### src/hdl/igdm_pkg.sv
// Shared types, widths and helpers for the IoU greedy detection matcher.
// No dependencies; every other file imports this package.
package igdm_pkg;

   localparam int MAX_DETECTIONS = 32;
   localparam int COORD_BITS     = 12;

   localparam int IDX_W = (MAX_DETECTIONS > 1) ? $clog2(MAX_DETECTIONS) : 1;
   localparam int CNT_W = $clog2(MAX_DETECTIONS + 1);

   // configuration register widths
   localparam int ATT_W      = 16;
   localparam int BOX_W      = 10;
   localparam int FRM_W      = 12;
   localparam int THR_W      = 9;
   localparam int CSR_IDX_W  = 3;
   localparam int CSR_DATA_W = 16;

   // item field widths
   localparam int MODE_W    = 2;
   localparam int LIFE_W    = 16;
   localparam int VERD_W    = 2;
   localparam int OUT_IDX_W = 5;
   localparam int FA_W      = 6;
   localparam int DROP_W    = 16;
   localparam int TOT_W     = 32;

   // signed arithmetic widths
   localparam int CORE_W = (COORD_BITS > FRM_W) ? COORD_BITS : FRM_W;
   localparam int SW     = CORE_W + 2;      // coordinates and spans
   localparam int PW     = 2 * SW;          // areas
   localparam int UW     = PW + 2;          // union
   localparam int XW     = PW + UW;         // cross products
   localparam int TW     = UW + THR_W + 1;  // threshold product
   localparam int DET_W  = 2 * COORD_BITS;  // one stored detection

   typedef enum logic [MODE_W-1:0] {
      MODE_LOAD      = 2'd0,
      MODE_TRUTH     = 2'd1,
      MODE_FRAME_END = 2'd2,
      MODE_NONE      = 2'd3
   } mode_type;

   typedef enum logic [VERD_W-1:0] {
      VERD_HIT       = 2'd0,
      VERD_MISS      = 2'd1,
      VERD_MISS_OUT  = 2'd2,
      VERD_FRAME_END = 2'd3
   } verdict_type;

   typedef enum logic [CSR_IDX_W-1:0] {
      CSR_ACTIVE_TIME = 3'd0,
      CSR_BOX_SIZE    = 3'd1,
      CSR_FRAME_W     = 3'd2,
      CSR_FRAME_H     = 3'd3,
      CSR_MATCH_THR   = 3'd4
   } csr_reg_type;

   typedef enum logic [2:0] {
      ST_IDLE,
      ST_PREP,
      ST_SCAN,
      ST_DECIDE,
      ST_RESOLVE,
      ST_SHIFT,
      ST_FRAME,
      ST_EMIT
   } state_type;

   typedef struct packed {
      logic signed [SW-1:0] half;
      logic signed [SW-1:0] cols;
      logic signed [SW-1:0] rows;
      logic signed [SW-1:0] left;
      logic signed [SW-1:0] top;
      logic signed [SW-1:0] right;
      logic signed [SW-1:0] bottom;
   } geom_type;

   typedef struct packed {
      logic                 vld;
      logic                 busy;
      logic [IDX_W-1:0]     idx;
      logic signed [PW-1:0] ia;
      logic signed [UW-1:0] ua;
   } score_type;

   function automatic logic in_margin(input logic signed [SW-1:0] x,
                                      input logic signed [SW-1:0] y,
                                      input logic signed [SW-1:0] m,
                                      input logic signed [SW-1:0] cols,
                                      input logic signed [SW-1:0] rows);
      return (x > m) && (x < cols - m) && (y > m) && (y < rows - m);
   endfunction

endpackage

### src/hdl/igdm_score.sv
// Three-stage scoring pipe: clipped detection box, intersection and union area.
// Depends on igdm_pkg.
module igdm_score import igdm_pkg::*; (
   input  logic                  clock,
   input  logic                  reset,
   input  logic                  in_vld,
   input  logic [IDX_W-1:0]      in_idx,
   input  logic [COORD_BITS-1:0] det_x,
   input  logic [COORD_BITS-1:0] det_y,
   input  geom_type              geom,
   input  logic signed [PW-1:0]  garea,
   output score_type             so
);

   logic signed [SW-1:0] x_s, y_s, x1, y1, x2, y2, xa, ya, xb, yb;
   logic signed [SW-1:0] lo_x, lo_y, hi_x, hi_y;
   logic signed [SW-1:0] dw_ff, dh_ff, ix_ff, iy_ff;
   logic signed [SW-1:0] dw_in, dh_in, ix_in, iy_in;
   logic signed [PW-1:0] darea_ff, ia_ff, ia2_ff;
   logic signed [UW-1:0] ua_ff;
   logic                 v1_ff, v2_ff, v3_ff;
   logic [IDX_W-1:0]     idx1_ff, idx2_ff, idx3_ff;

   always_comb begin
      x_s  = $signed({{(SW-COORD_BITS){1'b0}}, det_x});
      y_s  = $signed({{(SW-COORD_BITS){1'b0}}, det_y});
      xa   = x_s - geom.half;
      ya   = y_s - geom.half;
      xb   = x_s + geom.half;
      yb   = y_s + geom.half;
      x1   = (xa > 0) ? xa : '0;
      y1   = (ya > 0) ? ya : '0;
      x2   = (xb < geom.cols) ? xb : geom.cols;
      y2   = (yb < geom.rows) ? yb : geom.rows;
      hi_x = (geom.right < x2) ? geom.right : x2;
      hi_y = (geom.bottom < y2) ? geom.bottom : y2;
      lo_x = (geom.left > x1) ? geom.left : x1;
      lo_y = (geom.top > y1) ? geom.top : y1;
      dw_in = x2 - x1;
      dh_in = y2 - y1;
      ix_in = hi_x - lo_x;
      iy_in = hi_y - lo_y;
   end

   always_ff @(posedge clock) begin
      if (reset) begin
         v1_ff <= 1'b0;
         v2_ff <= 1'b0;
         v3_ff <= 1'b0;
      end else begin
         v1_ff <= in_vld;
         v2_ff <= v1_ff;
         v3_ff <= v2_ff;
      end
   end

   always_ff @(posedge clock) begin
      // clip and span
      dw_ff   <= dw_in;
      dh_ff   <= dh_in;
      ix_ff   <= ix_in;
      iy_ff   <= iy_in;
      idx1_ff <= in_idx;
      // areas
      darea_ff <= dw_ff * dh_ff;
      ia_ff    <= (ix_ff > 0 && iy_ff > 0) ? ix_ff * iy_ff : '0;
      idx2_ff  <= idx1_ff;
      // union
      ua_ff   <= UW'(garea) + UW'(darea_ff) - UW'(ia_ff);
      ia2_ff  <= ia_ff;
      idx3_ff <= idx2_ff;
   end

   assign so.vld  = v3_ff;
   assign so.busy = v1_ff | v2_ff | v3_ff;
   assign so.idx  = idx3_ff;
   assign so.ia   = ia2_ff;
   assign so.ua   = ua_ff;

endmodule

### config.mk
export PLATFORM = sky130hd
export DESIGN_NAME = igdm_score
export DESIGN_NICKNAME = d
export VERILOG_FILES = /design/src/hdl/igdm_pkg.sv /design/src/hdl/igdm_score.sv
export SDC_FILE = /design/constraint.sdc
export NUM_CORES = 2
export LEC_CHECK = 0
export BUFFER_PORTS_ARGS = -buffer_cell sky130_fd_sc_hd__buf_2
export CORE_MARGIN = 2
export CORE_UTILIZATION = 30
export DETAILED_ROUTE_END_ITERATION = 8
export GPL_TIMING_DRIVEN = 1
export SYNTH_ARGS = -nofsm -noshare
export SYNTH_HDL_FRONTEND = slang
export SYNTH_SLANG_ARGS = --single-unit
### constraint.sdc
create_clock -name clock -period 10.5 [get_ports clock]
set_input_delay 1.575 -clock clock [delete_from_list [all_inputs] [get_ports clock]]
set_output_delay 1.575 -clock clock [all_outputs]
set_load 0.01 [all_outputs]
==> results_dict.tcl <==
set metrics [dict create \
    ys_warn_count 0 \
    avgSynthCellArea_sq_um 8.71 \
    htreeDepth 4 \
    grtUsageTotal_pct 16.0 \
    cpPeakStageDelay_ns 0.54 \
    drive_above_1_share_pct 9.73 \
    drc_errors 0 \
    syn_area_sq_um 27200 \
    maxSlewHeadroom_pct 45.4 \
    hold_slack_ns 0.330 \
    netlist_instances 3127 \
    layout_setup_ws_ns 0.718 \
    critical_path.max_fanout 9 \
    antenna_found_initial 2 \
    grt-ovfl-total 0 \
    fin_skew_ns 0.0195 \
    post-route-min-period_ns 9.78 \
    vias_per_cell 4.70 \
    clkTransAtPathRegs_ns 0.08 \
    vias 21100 \
    hold_depth 0 \
    pin_count 223 \
    die_area_sq_um 93200 \
    status "finished, final reports clean" \
    cp-end-kind "register" \
    avgRoutedWirePerCell_um 16.0 \
    cts_hold_buf 0 \
    finalSetupViolations 0 \
    fp.coreArea_sq_um 90000 \
    fin_area_sq_um 30300 \
    timing.rr.start "dh_ff[3]" \
    worst-setup-path-type "input pin to register" \
    start_util_pct 30.3 \
    finalWeightedCongestion 0.929 \
    fin_tns_setup_ns 0 \
    cp-start-kind "input pin" \
    dieWidth_um 305 \
    first_pass_iters 5 \
    post-place-ws_ns 0.267 \
    ys_types 79 \
    finalWirelength_um 72100 \
    yosys-top-cells-area "fa_1 27%, ha_1 16%, dfxtp_1 14%, inv_1 8.1%, nand2_1 5.0%" \
    crit_slowest_cell "or4b_1" \
    antenna_left 0 \
    cap_violations 0 \
    area_delta_synth_final_pct 11.2 \
    place_area_sq_um 29600 \
    clk_path_buf_depth 2 \
    cts_root_buf "clkbuf_16" \
    grt_first_pass_wirelength_um 119000 \
    cp.arrival_ns 10.16 \
    ff2ff_setup_slack_ns 3.45 \
    crit_required_ns 10.88 \
    fill_cells 9524 \
    slew_violations 0 \
    hold_path_end "idx3_ff[4]" \
    synth_top_area_share_pct 27.3 \
    yosysSeqAreaShare_pct 13.8 \
    yosys_register_bits 188 \
    cts_sinks 188 \
    async_flop_share_pct 0 \
    synth_edf_count 0 \
    cts_made_buffers 17 \
    hold_violations 0 \
    hold_path.class "register to register" \
    hpwl_um 61600 \
    drtIter0Drc 1084 \
    min_from "idx2_ff[4]" \
    grt_pass1_vias 22300 \
    worst_slew_pin_slew_ns 0.818 \
    grt_max_degree 29 \
    clk_latency_ns 0.50 \
    post-route-period-util_pct 93.2 \
    timing.fmax_mhz 102 \
    die_h_um 305 \
    port_buffers 222 \
    synthFlopType "dfxtp_1" \
    rows 110 \
    nets 4194 \
    reg2reg_to "darea_ff[26]" \
    rr_worst_depth 22 \
    synth_top_area_cell "fa_1" \
    cts_tree "done" \
]
==> stage by stage <==
step           utilization (%)  cells
5_1_grt                   33.6   4494
4_1_cts                   33.6   4493
2_1_floorplan                -   3128
3_5_place_dp              32.9   4461
3_3_place_gp              32.9   4461
6_report                  33.7   4495
==> layout by cell type (no fill, tap or decap), drive strengths merged, types with 7 or more instances in the layout <==
master,n
inv,596
fa,372
nand2,366
ha,359
buf,240
dfxtp,188
and2,160
nor2,146
xnor2,115
a21oi,110
o21ai,106
a21o,50
xor2,48
o21a,41
nor3,38
nor2b,36
nand2b,32
nand3,30
a31oi,26
mux2,24
o21bai,20
clkbuf,17
or3,16
nand4,15
a21boi,14
or2,12
o211ai,12
and3,10
o31ai,10
nor4,8
a211oi,7
o2111ai,7
==> registers in the layout, indices dropped and copies added, names as in the netlist <==
signal,cells
darea_ff,28
dh_ff,14
dw_ff,14
ia2_ff,28
ia_ff,28
idx1_ff,5
idx2_ff,5
idx3_ff,5
ix_ff,14
iy_ff,14
ua_ff,30
v1_ff,1
v2_ff,1
v3_ff,1
==> metal layers <==
layer  wire [um]  up-vias  GRT usage, %
met5           0        -             0
met3        2800       73          1.80
met4        1560        0          4.26
li1            -    10300             -
met2       34400      482          27.7
met1       33300    10300          21.0
==> worst max-delay path by stage <==
stage                  start         to  slack (ns)  depth (start not counted)
floorplan           geom[89]  ix_ff[12]        1.55                         40
CTS                 geom[85]  ix_ff[12]        0.80                         41
global route        geom[84]  ix_ff[13]       -0.01                         43
global placement    geom[88]  ix_ff[13]        0.37                         42
finish              geom[84]  ix_ff[13]        0.72                         42
detailed placement  geom[85]  ix_ff[12]        0.27                         41
==> critical path, delay by kind of cell <==
kind / cells / cell delay (ns)
AO/OA/AOI/OAI: 19 / 3.69
AND/OR/NAND/NOR: 10 / 1.68
adder cells (fa/ha/maj): 5 / 1.60
multiplexers: 2 / 0.66
buffers and inverters: 4 / 0.52
XOR/XNOR: 2 / 0.41
==> kinds of logic (layout without fill, tap and decap cells) <==
group | count (synthesis) | count (layout) | share of synthesized area (%)
other cells | 1 | 3 | 0.0138
flops | 188 | 188 | 13.8
compound gates | 458 | 458 | 11.0
simple gates | 886 | 886 | 15.5
mux | 30 | 30 | 1.32
xor+xnor | 163 | 163 | 5.24
buf+inv | 670 | 860 | 9.32
fa+ha+maj | 731 | 731 | 43.8
==> final cells by class <==
type / instances / area (sq um) / area share, %
Antenna cell: 1 / 2.50 / 0.00826
Clock buffer: 17 / 425 / 1.40
Clock inverter: 15 / 196 / 0.649
Inverter: 588 / 2210 / 7.29
Multi-Input combinational cell: 2270 / 21000 / 69.3
Sequential cell: 188 / 3760 / 12.4
Tap cell: 1176 / 1470 / 4.86
Timing Repair Buffer: 240 / 1250 / 4.11
==> synthesized netlist by cell type, types with 12 or more instances <==
cell      count
dfxtp_1     188
nand2_1     366
a21oi_1     110
clkbuf_1     72
nor2_1      146
nand4_1      15
ha_1        359
nand2b_1     32
mux2_2       16
nand3_1      30
nor2b_1      36
and2_1      157
fa_1        372
or3_1        16
o21a_1       40
a31oi_1      25
xor2_1       48
xnor2_1     115
o21ai_0      99
a21o_1       50
inv_1       587
a21boi_0     13
nor3_1       38
o21bai_1     20
or2_2        12
==> what timing repair did <==
action                     CTS  global route
gates resized for setup      0             5
setup endpoints to repair    0             2
setup buffers                0             1
Power is left out: the tool's default activity adds up to more than one toggle a clock period on the data nets, which glitch-free logic cannot reach.
